`config.mk`:
```
export PLATFORM = sky130hd
export DESIGN_NAME = page_cache_directory_replacement_top
export DESIGN_NICKNAME = d
export VERILOG_FILES = /design/src/rtl/core/pcd_pkg.sv /design/src/rtl/core/pcd_line_ram.sv /design/src/rtl/core/pcd_mod_unit.sv /design/src/rtl/core/page_cache_directory_replacement_top.sv
export SDC_FILE = /design/constraint.sdc
export NUM_CORES = 2
export LEC_CHECK = 0
export ABC_CLOCK_PERIOD_IN_PS = 11200
export BUFFER_PORTS_ARGS = -buffer_cell sky130_fd_sc_hd__buf_2
export CORE_MARGIN = 1.5
export CORE_UTILIZATION = 55
export CTS_BUF_LIST = sky130_fd_sc_hd__clkbuf_4 sky130_fd_sc_hd__clkbuf_8
export CTS_CLUSTER_SIZE = 16
export DETAILED_ROUTE_END_ITERATION = 10
export PLACE_DENSITY = 0.72
export REMOVE_ABC_BUFFERS = 1
export SYNTH_ARGS = -nofsm -noshare
export SYNTH_HDL_FRONTEND = slang
export SYNTH_SLANG_ARGS = --single-unit
```
`constraint.sdc`:
```
create_clock -name clk -period 11.2 [get_ports clk]
set_input_delay 2.24 -clock clk [delete_from_list [all_inputs] [get_ports clk]]
set_output_delay 2.24 -clock clk [all_outputs]
set_load 0.02 [all_outputs]
```
`src/rtl/core/pcd_pkg.sv`:
```
// Package for the page cache directory: request, response and line types,
// codes and sizing constants. No dependencies.
package pcd_pkg;

    localparam int LINES        = 16;
    localparam int IDX_W        = $clog2(LINES);
    localparam int CNT_W        = IDX_W + 1;
    localparam int LINE_INDEX_W = 4;
    localparam int PAGE_W       = 32;
    localparam int AGE_W        = 32;
    localparam int USERS_W      = 16;
    localparam int PERIOD_W     = 8;

    localparam logic [PAGE_W-1:0]  NULL_PAGE = '1;
    localparam logic [USERS_W-1:0] USERS_MAX = '1;

    // request actions
    localparam logic [1:0] ACT_GET   = 2'd0;
    localparam logic [1:0] ACT_PUT   = 2'd1;
    localparam logic [1:0] ACT_CLEAR = 2'd2;
    localparam logic [1:0] ACT_NOP   = 2'd3;

    // response status codes
    localparam logic [1:0] ST_OK         = 2'd0;
    localparam logic [1:0] ST_MISS       = 2'd1;
    localparam logic [1:0] ST_NULL_PAGE  = 2'd2;
    localparam logic [1:0] ST_NOT_CACHED = 2'd3;

    // replacement policies
    localparam logic [1:0] POL_BYPASS = 2'd0;
    localparam logic [1:0] POL_FIFO   = 2'd1;
    localparam logic [1:0] POL_NFU    = 2'd2;
    localparam logic [1:0] POL_AGING  = 2'd3;

    // configuration register indexes
    localparam logic REG_POLICY = 1'b0;
    localparam logic REG_PERIOD = 1'b1;

    typedef struct packed {
        logic [1:0]        action;
        logic [PAGE_W-1:0] page_number;
    } req_t;

    typedef struct packed {
        logic [1:0]              status;
        logic [LINE_INDEX_W-1:0] line_index;
        logic                    writeback_valid;
        logic [PAGE_W-1:0]       writeback_page;
        logic                    fetch_valid;
        logic [31:0]             hit_count;
        logic [31:0]             miss_count;
    } rsp_t;

    typedef struct packed {
        logic [PAGE_W-1:0]  tag;
        logic [AGE_W-1:0]   age;
        logic               referenced;
        logic [USERS_W-1:0] users;
    } line_t;

    localparam line_t LINE_RESET = '{tag: NULL_PAGE, age: '0, referenced: 1'b0, users: '0};

    typedef enum logic [2:0] {
        S_IDLE,
        S_SCAN,
        S_UPDATE,
        S_WAIT_DIV,
        S_SWEEP,
        S_RESP
    } state_e;

endpackage

```
`src/rtl/core/pcd_line_ram.sv`:
```
// Line state memory: one write port, one registered read port.
// Depends on pcd_pkg; per-entry valid bits make unwritten lines read as reset.
module pcd_line_ram (
    input  logic                 clk,
    input  logic                 rst_n,
    input  logic                 wr_en,
    input  logic [pcd_pkg::IDX_W-1:0] wr_addr,
    input  pcd_pkg::line_t       wr_data,
    input  logic                 rd_en,
    input  logic [pcd_pkg::IDX_W-1:0] rd_addr,
    output pcd_pkg::line_t       rd_data
);
    import pcd_pkg::*;

    line_t             mem [LINES];
    logic [LINES-1:0]  vld_reg;
    line_t             rd_data_reg;

    // storage array
    always_ff @(posedge clk)
    begin
        if (wr_en)
        begin
            mem[wr_addr] <= wr_data;
        end
    end

    // valid bits, cleared by reset
    always_ff @(posedge clk or negedge rst_n)
    begin
        if (!rst_n)
        begin
            vld_reg <= '0;
        end
        else if (wr_en)
        begin
            vld_reg[wr_addr] <= 1'b1;
        end
    end

    // registered read
    always_ff @(posedge clk)
    begin
        if (rd_en)
        begin
            rd_data_reg <= vld_reg[rd_addr] ? mem[rd_addr] : LINE_RESET;
        end
    end

    assign rd_data = rd_data_reg;

endmodule

```
`src/rtl/core/pcd_mod_unit.sv`:
```
// Bit-serial remainder unit: dividend mod divisor, one quotient bit a cycle.
// Depends on pcd_pkg.
module pcd_mod_unit (
    input  logic                         clk,
    input  logic                         rst_n,
    input  logic                         start,
    input  logic [31:0]                  dividend,
    input  logic [pcd_pkg::PERIOD_W-1:0] divisor,
    output logic                         done,
    output logic [pcd_pkg::PERIOD_W-1:0] remainder
);
    import pcd_pkg::*;

    logic [31:0]         num_reg, num_next;
    logic [PERIOD_W-1:0] div_reg, div_next;
    logic [PERIOD_W-1:0] rem_reg, rem_next;
    logic [5:0]          cnt_reg, cnt_next;
    logic [PERIOD_W:0]   trial;

    // one restoring step per cycle
    always_comb
    begin
        num_next = num_reg;
        div_next = div_reg;
        rem_next = rem_reg;
        cnt_next = cnt_reg;
        trial    = {rem_reg, num_reg[31]};
        if (start)
        begin
            num_next = dividend;
            div_next = divisor;
            rem_next = '0;
            cnt_next = 6'd32;
        end
        else if (cnt_reg != 6'd0)
        begin
            if (trial >= {1'b0, div_reg})
            begin
                trial = trial - {1'b0, div_reg};
            end
            rem_next = trial[PERIOD_W-1:0];
            num_next = {num_reg[30:0], 1'b0};
            cnt_next = cnt_reg - 6'd1;
        end
    end

    always_ff @(posedge clk or negedge rst_n)
    begin
        if (!rst_n)
        begin
            cnt_reg <= '0;
        end
        else
        begin
            cnt_reg <= cnt_next;
        end
    end

    always_ff @(posedge clk)
    begin
        num_reg <= num_next;
        div_reg <= div_next;
        rem_reg <= rem_next;
    end

    assign done      = (cnt_reg == 6'd0);
    assign remainder = rem_reg;

endmodule

```
`src/rtl/core/page_cache_directory_replacement_top.sv`:
```
// Page cache directory top: sequencer around the line memory and mod unit.
// A put scans all LINES tags and may update a line; a get also waits on the
// remainder unit and, under nfu or aging each period-th get, sweeps all ages.
// Clear, null page and nop go straight to the response. All may wait on
// rsp_ready. Throughput: one request at a time. Reset clears all lines to
// empty, counters to zero, policy to fifo and period to 1 at once (memory valid bits).
module page_cache_directory_replacement_top (
    input  logic                     clk,
    input  logic                     rst_n,
    input  logic                     req_valid,
    output logic                     req_ready,
    input  pcd_pkg::req_t            req,
    output logic                     rsp_valid,
    input  logic                     rsp_ready,
    output pcd_pkg::rsp_t            rsp,
    input  logic                     cfg_valid,
    output logic                     cfg_ready,
    input  logic                     cfg_index,
    input  logic [7:0]               cfg_data
);
    import pcd_pkg::*;

    state_e             state_reg, state_next;
    req_t               req_reg, req_next;
    logic [CNT_W-1:0]   cnt_reg, cnt_next;
    logic               pvld_reg, pvld_next;
    logic [IDX_W-1:0]   pidx_reg, pidx_next;
    logic               mfound_reg, mfound_next;
    logic [IDX_W-1:0]   midx_reg, midx_next;
    line_t              mline_reg, mline_next;
    logic               efound_reg, efound_next;
    logic [IDX_W-1:0]   eidx_reg, eidx_next;
    logic [IDX_W-1:0]   minidx_reg, minidx_next;
    line_t              minline_reg, minline_next;
    line_t              line0_reg, line0_next;
    logic [31:0]        get_cnt_reg, get_cnt_next;
    logic [31:0]        hit_reg, hit_next;
    logic [31:0]        miss_reg, miss_next;
    logic [1:0]         policy_reg, policy_next;
    logic [PERIOD_W-1:0] period_reg, period_next;
    rsp_t               res_reg, res_next;
    rsp_t               rsp_reg, rsp_next;
    logic               out_valid_reg, out_valid_next;

    logic               accept;
    logic               is_page_op;
    logic               out_free;
    logic               age_policy;
    logic               div_start;
    logic               div_done;
    logic [PERIOD_W-1:0] div_rem;
    logic [PERIOD_W-1:0] divisor;

    logic               wr_en;
    logic [IDX_W-1:0]   wr_addr;
    line_t              wr_data;
    logic               rd_en;
    logic [IDX_W-1:0]   rd_addr;
    line_t              rd_data;

    logic [IDX_W-1:0]   victim;
    logic [PAGE_W-1:0]  victim_tag;
    line_t              upd;

    assign req_ready  = (state_reg == S_IDLE);
    assign accept     = req_valid && req_ready;
    assign cfg_ready  = 1'b1;
    assign rsp_valid  = out_valid_reg;
    assign rsp        = rsp_reg;
    assign out_free   = !out_valid_reg || rsp_ready;
    assign is_page_op = (req.page_number != NULL_PAGE) &&
                        ((req.action == ACT_GET) || (req.action == ACT_PUT));
    assign age_policy = (policy_reg == POL_NFU) || (policy_reg == POL_AGING);
    assign divisor    = (period_reg == '0) ? PERIOD_W'(1) : period_reg;
    assign div_start  = accept && is_page_op && (req.action == ACT_GET);

    pcd_line_ram u_ram (
        .clk     (clk),
        .rst_n   (rst_n),
        .wr_en   (wr_en),
        .wr_addr (wr_addr),
        .wr_data (wr_data),
        .rd_en   (rd_en),
        .rd_addr (rd_addr),
        .rd_data (rd_data)
    );

    pcd_mod_unit u_mod (
        .clk       (clk),
        .rst_n     (rst_n),
        .start     (div_start),
        .dividend  (get_cnt_reg + 32'd1),
        .divisor   (divisor),
        .done      (div_done),
        .remainder (div_rem)
    );

    // next state
    always_comb
    begin
        state_next = state_reg;
        case (state_reg)
            S_IDLE:
            begin
                if (accept)
                begin
                    state_next = is_page_op ? S_SCAN : S_RESP;
                end
            end
            S_SCAN:
            begin
                if ((cnt_reg == CNT_W'(LINES)) && !pvld_reg)
                begin
                    state_next = S_UPDATE;
                end
            end
            S_UPDATE:
            begin
                state_next = (req_reg.action == ACT_GET) ? S_WAIT_DIV : S_RESP;
            end
            S_WAIT_DIV:
            begin
                if (div_done)
                begin
                    state_next = ((div_rem == '0) && age_policy) ? S_SWEEP : S_RESP;
                end
            end
            S_SWEEP:
            begin
                if ((cnt_reg == CNT_W'(LINES)) && !pvld_reg)
                begin
                    state_next = S_RESP;
                end
            end
            S_RESP:
            begin
                if (out_free)
                begin
                    state_next = S_IDLE;
                end
            end
            default:
            begin
                state_next = S_IDLE;
            end
        endcase
    end

    // victim choice for a get miss
    always_comb
    begin
        if (policy_reg == POL_BYPASS)
        begin
            victim     = '0;
            victim_tag = line0_reg.tag;
        end
        else if (efound_reg)
        begin
            victim     = eidx_reg;
            victim_tag = NULL_PAGE;
        end
        else
        begin
            victim     = minidx_reg;
            victim_tag = minline_reg.tag;
        end
    end

    // datapath and memory control
    always_comb
    begin
        req_next       = req_reg;
        cnt_next       = cnt_reg;
        pvld_next      = 1'b0;
        pidx_next      = pidx_reg;
        mfound_next    = mfound_reg;
        midx_next      = midx_reg;
        mline_next     = mline_reg;
        efound_next    = efound_reg;
        eidx_next      = eidx_reg;
        minidx_next    = minidx_reg;
        minline_next   = minline_reg;
        line0_next     = line0_reg;
        get_cnt_next   = get_cnt_reg;
        hit_next       = hit_reg;
        miss_next      = miss_reg;
        policy_next    = policy_reg;
        period_next    = period_reg;
        res_next       = res_reg;
        rsp_next       = rsp_reg;
        out_valid_next = out_valid_reg;
        wr_en          = 1'b0;
        wr_addr        = pidx_reg;
        wr_data        = rd_data;
        rd_en          = 1'b0;
        rd_addr        = cnt_reg[IDX_W-1:0];
        upd            = mline_reg;

        // configuration writes
        if (cfg_valid)
        begin
            case (cfg_index)
                REG_POLICY: policy_next = cfg_data[1:0];
                REG_PERIOD: period_next = cfg_data;
                default:    period_next = period_reg;
            endcase
        end

        // output register drains
        if (out_valid_reg && rsp_ready)
        begin
            out_valid_next = 1'b0;
        end

        case (state_reg)
            S_IDLE:
            begin
                if (accept)
                begin
                    req_next    = req;
                    cnt_next    = '0;
                    mfound_next = 1'b0;
                    efound_next = 1'b0;
                    res_next    = '0;
                    if (req.action == ACT_CLEAR)
                    begin
                        hit_next  = '0;
                        miss_next = '0;
                    end
                    else if (!is_page_op && (req.action != ACT_NOP))
                    begin
                        // get or put of the null page
                        res_next.status = ST_NULL_PAGE;
                    end
                end
            end
            S_SCAN:
            begin
                // issue reads
                if (cnt_reg != CNT_W'(LINES))
                begin
                    rd_en     = 1'b1;
                    cnt_next  = cnt_reg + CNT_W'(1);
                    pvld_next = 1'b1;
                    pidx_next = cnt_reg[IDX_W-1:0];
                end
                // compare returned line
                if (pvld_reg)
                begin
                    if (!mfound_reg && (rd_data.tag == req_reg.page_number))
                    begin
                        mfound_next = 1'b1;
                        midx_next   = pidx_reg;
                        mline_next  = rd_data;
                    end
                    if (!efound_reg && (rd_data.tag == NULL_PAGE))
                    begin
                        efound_next = 1'b1;
                        eidx_next   = pidx_reg;
                    end
                    if ((pidx_reg == '0) || (rd_data.age < minline_reg.age))
                    begin
                        minidx_next  = pidx_reg;
                        minline_next = rd_data;
                    end
                    if (pidx_reg == '0)
                    begin
                        line0_next = rd_data;
                    end
                end
            end
            S_UPDATE:
            begin
                wr_en = 1'b0;
                if (req_reg.action == ACT_GET)
                begin
                    wr_en        = 1'b1;
                    get_cnt_next = get_cnt_reg + 32'd1;
                    if (mfound_reg)
                    begin
                        upd      = mline_reg;
                        wr_addr  = midx_reg;
                        hit_next = hit_reg + 32'd1;
                        res_next.status     = ST_OK;
                        res_next.line_index = LINE_INDEX_W'(midx_reg);
                    end
                    else
                    begin
                        upd.tag   = req_reg.page_number;
                        upd.users = '0;
                        upd.age   = age_policy ? '0 : get_cnt_reg;
                        wr_addr   = victim;
                        miss_next = miss_reg + 32'd1;
                        res_next.status          = ST_MISS;
                        res_next.line_index      = LINE_INDEX_W'(victim);
                        res_next.fetch_valid     = 1'b1;
                        res_next.writeback_valid = (victim_tag != NULL_PAGE);
                        res_next.writeback_page  = (victim_tag != NULL_PAGE) ? victim_tag : '0;
                    end
                    upd.referenced = 1'b1;
                    if (upd.users != USERS_MAX)
                    begin
                        upd.users = upd.users + USERS_W'(1);
                    end
                    wr_data = upd;
                end
                else if (mfound_reg)
                begin
                    // put of a cached page
                    upd     = mline_reg;
                    wr_en   = 1'b1;
                    wr_addr = midx_reg;
                    if (mline_reg.users != '0)
                    begin
                        upd.users = mline_reg.users - USERS_W'(1);
                    end
                    wr_data = upd;
                    res_next.status          = ST_OK;
                    res_next.line_index      = LINE_INDEX_W'(midx_reg);
                    res_next.writeback_valid = (mline_reg.users == USERS_W'(1));
                    res_next.writeback_page  =
                        (mline_reg.users == USERS_W'(1)) ? mline_reg.tag : '0;
                end
                else
                begin
                    res_next.status = ST_NOT_CACHED;
                end
                cnt_next = '0;
            end
            S_WAIT_DIV:
            begin
                cnt_next = '0;
            end
            S_SWEEP:
            begin
                // read line i while writing back line i-1
                if (cnt_reg != CNT_W'(LINES))
                begin
                    rd_en     = 1'b1;
                    cnt_next  = cnt_reg + CNT_W'(1);
                    pvld_next = 1'b1;
                    pidx_next = cnt_reg[IDX_W-1:0];
                end
                if (pvld_reg)
                begin
                    upd = rd_data;
                    if (policy_reg == POL_AGING)
                    begin
                        upd.age = {rd_data.referenced, rd_data.age[AGE_W-1:1]};
                    end
                    else if (rd_data.referenced)
                    begin
                        upd.age = rd_data.age + AGE_W'(1);
                    end
                    upd.referenced = 1'b0;
                    wr_en   = 1'b1;
                    wr_addr = pidx_reg;
                    wr_data = upd;
                end
            end
            S_RESP:
            begin
                if (out_free)
                begin
                    rsp_next            = res_reg;
                    rsp_next.hit_count  = hit_reg;
                    rsp_next.miss_count = miss_reg;
                    out_valid_next      = 1'b1;
                end
            end
            default:
            begin
                cnt_next = '0;
            end
        endcase
    end

    // control registers
    always_ff @(posedge clk or negedge rst_n)
    begin
        if (!rst_n)
        begin
            state_reg     <= S_IDLE;
            pvld_reg      <= 1'b0;
            cnt_reg       <= '0;
            get_cnt_reg   <= '0;
            hit_reg       <= '0;
            miss_reg      <= '0;
            policy_reg    <= POL_FIFO;
            period_reg    <= PERIOD_W'(1);
            out_valid_reg <= 1'b0;
        end
        else
        begin
            state_reg     <= state_next;
            pvld_reg      <= pvld_next;
            cnt_reg       <= cnt_next;
            get_cnt_reg   <= get_cnt_next;
            hit_reg       <= hit_next;
            miss_reg      <= miss_next;
            policy_reg    <= policy_next;
            period_reg    <= period_next;
            out_valid_reg <= out_valid_next;
        end
    end

    // payload registers
    always_ff @(posedge clk)
    begin
        req_reg     <= req_next;
        pidx_reg    <= pidx_next;
        mfound_reg  <= mfound_next;
        midx_reg    <= midx_next;
        mline_reg   <= mline_next;
        efound_reg  <= efound_next;
        eidx_reg    <= eidx_next;
        minidx_reg  <= minidx_next;
        minline_reg <= minline_next;
        line0_reg   <= line0_next;
        res_reg     <= res_next;
        rsp_reg     <= rsp_next;
    end

endmodule
```
**Word level (Yosys, flattened, before mapping)**

Memories as Yosys holds them, arrays and structs flattened. A register that Yosys moved wholly into a read port is not among the register bits.
Index checks and enable logic that the tools add are counted.

- Bits in registers: 559
- Bits in latches: 0
- Memory bits (writable): 1296
- Bits in read-only memories: 0
- Input port bits: 48
- Output and inout port bits: 107
- Logic and storage cells: 227
- Memories kept: 1

Memories:

| name | words | width | rd ports | clocked after memory_dff | write ports | RTL line | RTL |
|---|---|---|---|---|---|---|---|
| u_ram.mem | 16 | 81 | 1 | 1 | 1 | pcd_line_ram.sv:15 | `line_t mem [LINES];` |

- Add/subtract/negate cells: 9
- Multipliers: 0
- Divide/modulo/power cells: 0
- $lt $le $gt $ge: 5
- Equality and inequality tests: 33
- Shifts and indexed selects: 0
- Muxes and demuxes: 80
- Bitwise gates (word level): 3
- Reductions and logical operators: 55

Operators by type and width:

| kind | number |
|---|---|
| 32-bit two-way mux | 15 |
| 81-bit two-way mux | 2 |
| 81-bit one-hot mux with 2 select lines | 1 |
| 32-bit by 1-bit adder with 32-bit output (second input constant) | 4 |
| 32-bit one-hot mux with 2 select lines | 2 |
| 104-bit two-way mux | 1 |
| 16-bit two-way mux | 5 |
| 40-bit one-hot mux with 2 select lines | 1 |
| 64-bit two-way mux | 1 |
| 32-bit != test (second input constant) | 2 |
| 49-bit two-way mux | 1 |
| 39-bit two-way mux | 1 |
| 37-bit two-way mux | 1 |
| 34-bit two-way mux | 1 |
| 32-bit == test | 1 |
| 32-bit == test (second input constant) | 1 |
| 32-bit less-than comparator | 1 |
| 4-bit two-way mux | 6 |
| 2-bit != test (second input constant) | 11 |
| 3-bit two-way mux | 7 |
| 1-bit two-way mux | 19 |
| 3-bit one-hot mux with 6 select lines | 1 |
| 3-bit AND reduction | 6 |
| 16-bit by 1-bit adder with 16-bit output (second input constant) | 1 |
| 43 further kinds | 93 |

**Longest topological paths before layout**

- Word-level depth: 10
- Gate-level depth with buffers: 13
- Mapped depth without buffers: 9

**Hierarchy**

A second synthesis with hierarchy kept.

- Cells, all modules: 4399
- Area total of the unflattened synthesis: 77932.2 um^2

Modules (own cells, without submodules):

| module | times used | cells each | area an instance (um^2) | sequential area each (um^2) |
|---|---|---|---|---|
| pcd_line_ram | 1 | 2126 | 51642.0 | 41750.0 |
| page_cache_directory_replacement_top | 1 | 2053 | 23447.5 | 14106.0 |
| pcd_mod_unit | 1 | 220 | 2842.7 | 1511.4 |

**Worst setup path before layout**

Ideal clock, no wire load.

- Path type: register to register
- Start point: register state_reg[1]
- End point: register mfound_reg, enable pin
- Library setup time: 320 ps
- Arrival: 7866 ps
- Required time: 10880 ps
- Slack: 3014 ps
- Cell stages (with the launch flop): 8
- Buffers on the path: 1
- Clock period less this slack: 8186 ps
- Cell sequence: dfrtp_1 > buf_6 > nand2b_1 > nor2_1 > nand2_1 > or4_1 > nor3_1 > or2_2

- Word-level cells in the longest chain between the ends: 4
- Elaborated cells between the ends (all ways): 8
- Classes of those cells: eq/ne (4); reduce/logical (4)

Ends and longest elaborated chain:

| item | RTL line | RTL |
|---|---|---|
| from (decl) | page_cache_directory_replacement_top.sv:23 | `state_e state_reg, state_next;` |
| from (signal assigned) | page_cache_directory_replacement_top.sv:395 | `state_reg <= state_next;` |
| 3-bit zero test | page_cache_directory_replacement_top.sv:65, page_cache_directory_replacement_top.sv:215 |  |
| 1-bit logical AND | page_cache_directory_replacement_top.sv:66 | `assign accept = req_valid && req_ready;` |
| 2-bit by 1-bit != test with 1-bit output (no line) | -- |  |
| 4-bit AND reduction (no line) * | -- |  |
| to (signal assigned) | page_cache_directory_replacement_top.sv:412 | `mfound_reg <= mfound_next;` |
| to (decl) | page_cache_directory_replacement_top.sv:28 | `logic mfound_reg, mfound_next;` |

Every way passes the cells marked *; elsewhere a longest branch is shown, timed or not.
A chain may end at the register's enable or synchronous reset.

**Final worst setup path**

- Start point: register state_reg[1]
- End point: memory u_ram.mem[3][36] in the netlist's numbering, enable pin

- Word-level cells in the longest chain between the ends: 4
- Elaborated cells between the ends (all ways): 6
- Classes of those cells: eq/ne (2); mux (4)

Ends and longest elaborated chain:

| item | RTL line | RTL |
|---|---|---|
| 3-bit == test / 3-bit by 2-bit == test with 1-bit output (equally long branches) | page_cache_directory_replacement_top.sv:215 | `case (state_reg)` |
| 1-bit one-hot mux with 2 select lines | page_cache_directory_replacement_top.sv:215 |  |
| 1-bit two-way mux | pcd_line_ram.sv:22 | `if (wr_en)` |
| 1-bit two-way mux (implied by the code) | pcd_line_ram.sv:24 | `mem[wr_addr] <= wr_data;` |
| to (decl) | pcd_line_ram.sv:15 |  |

Parallel ways exist; a longest one is shown, timed or not.

==> impl_metrics.py <==
metrics = {
    "cts": {
        "clk_path_buf_depth": 4,
        "cts_buffers": 316,
        "htreeDepth": 5,
        "cts_hold_buffers": 0,
        "insertion_delay_ns": 1.02,
        "cts_setup_buffers": 0,
        "cts-root-buf": "clkbuf_8",
        "clkSinkCount": 1936,
        "cts_tree": "done",
        "clk_pin_slew_ns": 0.06,
        "ctsResizeCount": 0,
    },
    "floorplanning": {
        "die_w_um": 381,
        "dieArea_um2": 145000,
        "io_pins": 155,
        "initial_utilization_pct": 55.4,
        "die_h_um": 381,
        "core_um2": 142000,
        "num_rows": 138,
    },
    "min_path": {
        "whs_endpoint": "rsp[69]$_DFFE_PP_",
        "min_from": "res_reg[69]$_SDFFCE_PN0P_",
        "hold_path.class": "register to register",
        "holdPathStages": 0,
    },
    "critical_path": {
        "worstPathMaxFanout": 58,
        "arrival_ns": 5.83,
        "r2r_cells": 7,
        "worstSetupPathType": "register to register",
        "crit_start": "state_reg[1]$_DFFE_PN0P_",
        "critPathRequiredTime_ns": 11.80,
        "start_kind": "register",
        "r2r_slack_ns": 5.97,
        "critPathCaptureType": "register",
        "rr_endpoint": "u_ram.mem[3][36]$_DFFE_PP_",
        "r2r-start": "state_reg[1]$_DFFE_PN0P_",
    },
    "finish": {
        "fill_cells": 9794,
        "final_util_pct": 61.9,
        "area_growth_pct": 11.9,
        "post-route-cell-area_um2": 87700,
        "largest_reg_flops": 1296,
        "drive_above_1_share_pct": 25.7,
        "fin_cells": 6854,
        "mostFrequentLayoutCells": "edfxtp_1 (1790), mux4_2 (409), clkbuf_8 (329)",
        "layout_commonest_cell": "edfxtp_1",
        "nets": 4838,
    },
    "sta": {
        "clock.fmax_ghz": 0.191,
        "hold_viol": 0,
        "fin_crit_sh_pct": 46.7,
        "finClkSkew_ns": 0.0844,
        "tightest_slew_ns": 1.41,
        "setup_tns_ns": 0,
        "slew_headroom_pct": 5.49,
        "final-max-slew-violation-count": 0,
        "layout_min_cycle_time_ns": 5.23,
        "finalSetupViolCount": 0,
        "grt_setup_unrepaired": "false",
    },
    "outcome": {
        "status": "complete, no violations",
    },
    "yosys": {
        "synthArstFlopShare_pct": 7.13,
        "ys_seq_area_share_pct": 73.2,
        "syn_inst": 4389,
        "synth-main-ff-cell": "edfxtp_1",
        "synth_edf_count": 1790,
        "ys_seq_elements": 1936,
        "syn_area_um2": 78400,
        "yosys_warnings": 0,
        "synth.distinct_cells": 89,
        "postSynthAreaPerCell_um2": 17.9,
    },
    "global_route": {
        "grt_max_degree": 120,
        "grt.total_usage_pct": 26.2,
        "grt_pass1_vias": 42735,
        "grt-ovfl-total": 0,
        "grt_first_pass_wirelength_um": 280000,
        "grt_antenna_before_repair": 10,
    },
    "detailed_routing": {
        "vias": 43195,
        "remaining_drc_errors": 0,
        "drt-initial-drc-count": 5674,
        "avgViaCountPerCell": 6.30,
        "wl_um": 189000,
        "first_pass_iters": 7,
        "final_antenna_net_count": 0,
        "post_drt_wl_per_cell_um": 27.5,
    },
    "place": {
        "io_buffers": 153,
        "place_congestion": 0.936,
        "placed_area_um2": 81800,
        "place_inst": 6309,
        "dp_hpwl_um": 112000,
    },
    "power": {
        "p_total_mw": 22.4,
        "irDropWorstVdd_mv": 0.178,
        "power_density_nw_per_um2": 255,
        "leakage_nw": 28.8,
    },
    "job": {
        "max_cap_violations": 0,
    },
}
-- power by group --
group / internal (mW) / leakage (nW) / switching [mW]
clock: 3.15 / 3.10 / 2.68
sequential: 10.0 / 18.2 / 0.829
combinational: 2.09 / 7.47 / 3.64
total: 15.2 / 28.8 / 7.15
-- synth_stat cells (35+ instances only) --
cell         n  area, um^2
inv_1       59         221
nand2_1    218         818
nand4_1     67         419
o22ai_1     62         388
nand3_1     70         350
ha_1        50         626
dfrtp_1    136        3400
nor2_1     216         811
nor2b_1     60         375
xor2_1     110         963
a21oi_1    165         826
clkbuf_1   164         616
nor3_1      62         310
or3_1       35         219
edfxtp_1  1790       53800
xnor2_1     54         473
mux4_2     409        9210
or2_2       40         250
buf_2       60         300
o21ai_0    163         816
-- kinds of logic (layout without fill, tap and decap cells) --
kind of cell             after synthesis  after routing  synth area share (%)
other                                  1              6               0.00478
buffers and inverters                309            879                  1.61
XOR/XNOR                             164            164                  1.83
AND/OR/NAND/NOR                      904            904                  5.80
AO/OA/AOI/OAI                        581            581                  4.55
multiplexers                         443            443                  12.2
flip-flops                          1936           1936                  73.2
adder cells (fa/ha/maj)               51             51                 0.823
-- how the worst max path moves through the flow --
stage | slack, ns | endpoint | depth (start not counted)
global placement | 5.88 | u_mod.remainder[5]$_SDFFE_PP0P_ | 9
floorplan | -4.92 | u_ram.rd_data[49]$_SDFFCE_PN1P_ | 4
global route | 5.81 | u_ram.mem[3][40]$_DFFE_PP_ | 7
detailed placement | 5.83 | u_mod.remainder[5]$_SDFFE_PP0P_ | 9
finish | 5.97 | u_ram.mem[3][36]$_DFFE_PP_ | 7
CTS | 5.94 | u_ram.mem[3][23]$_DFFE_PP_ | 7
-- worst max-delay path, stage by stage, from the launching register on --
cell      delay, ns
dfrtp_1        0.65
or3b_2         0.49
buf_4          0.29
nor2_1         0.81
a22o_1         0.27
nand2b_1       0.35
nor2_4         0.84
buf_4          1.00
-- area by class of cell --
type                    instances  area (um^2)  share of cell area, %
clock inverters               116          661                  0.753
flip-flops and latches       1936        57400                   65.4
multi-input cells            2144        20100                   22.9
diodes                          5         12.5                 0.0143
well taps                    1890         2360                   2.70
inverters                      61          229                  0.261
clock buffers                 422         5230                   5.96
repair buffers                280         1750                   2.00
-- metrics by stage --
step / setup slack (ns) / hold WS [ns]
finish: 5.97 / 0.417
global placement: 5.88 / 0.402
detailed placement: 5.83 / 0.405
global route: 5.81 / 0.420
CTS: 5.94 / 0.416
floorplan: -4.92 / 0.400
-- routing by layer --
metal	track usage (%)	wire, um	part of all wire (%)
met1	39.4	77600	41
met2	38.6	85900	46
met3	6.33	21300	11
met4	7.26	3970	2.1
met5	0	23	0.012
(Power assumes the default switching activity.)
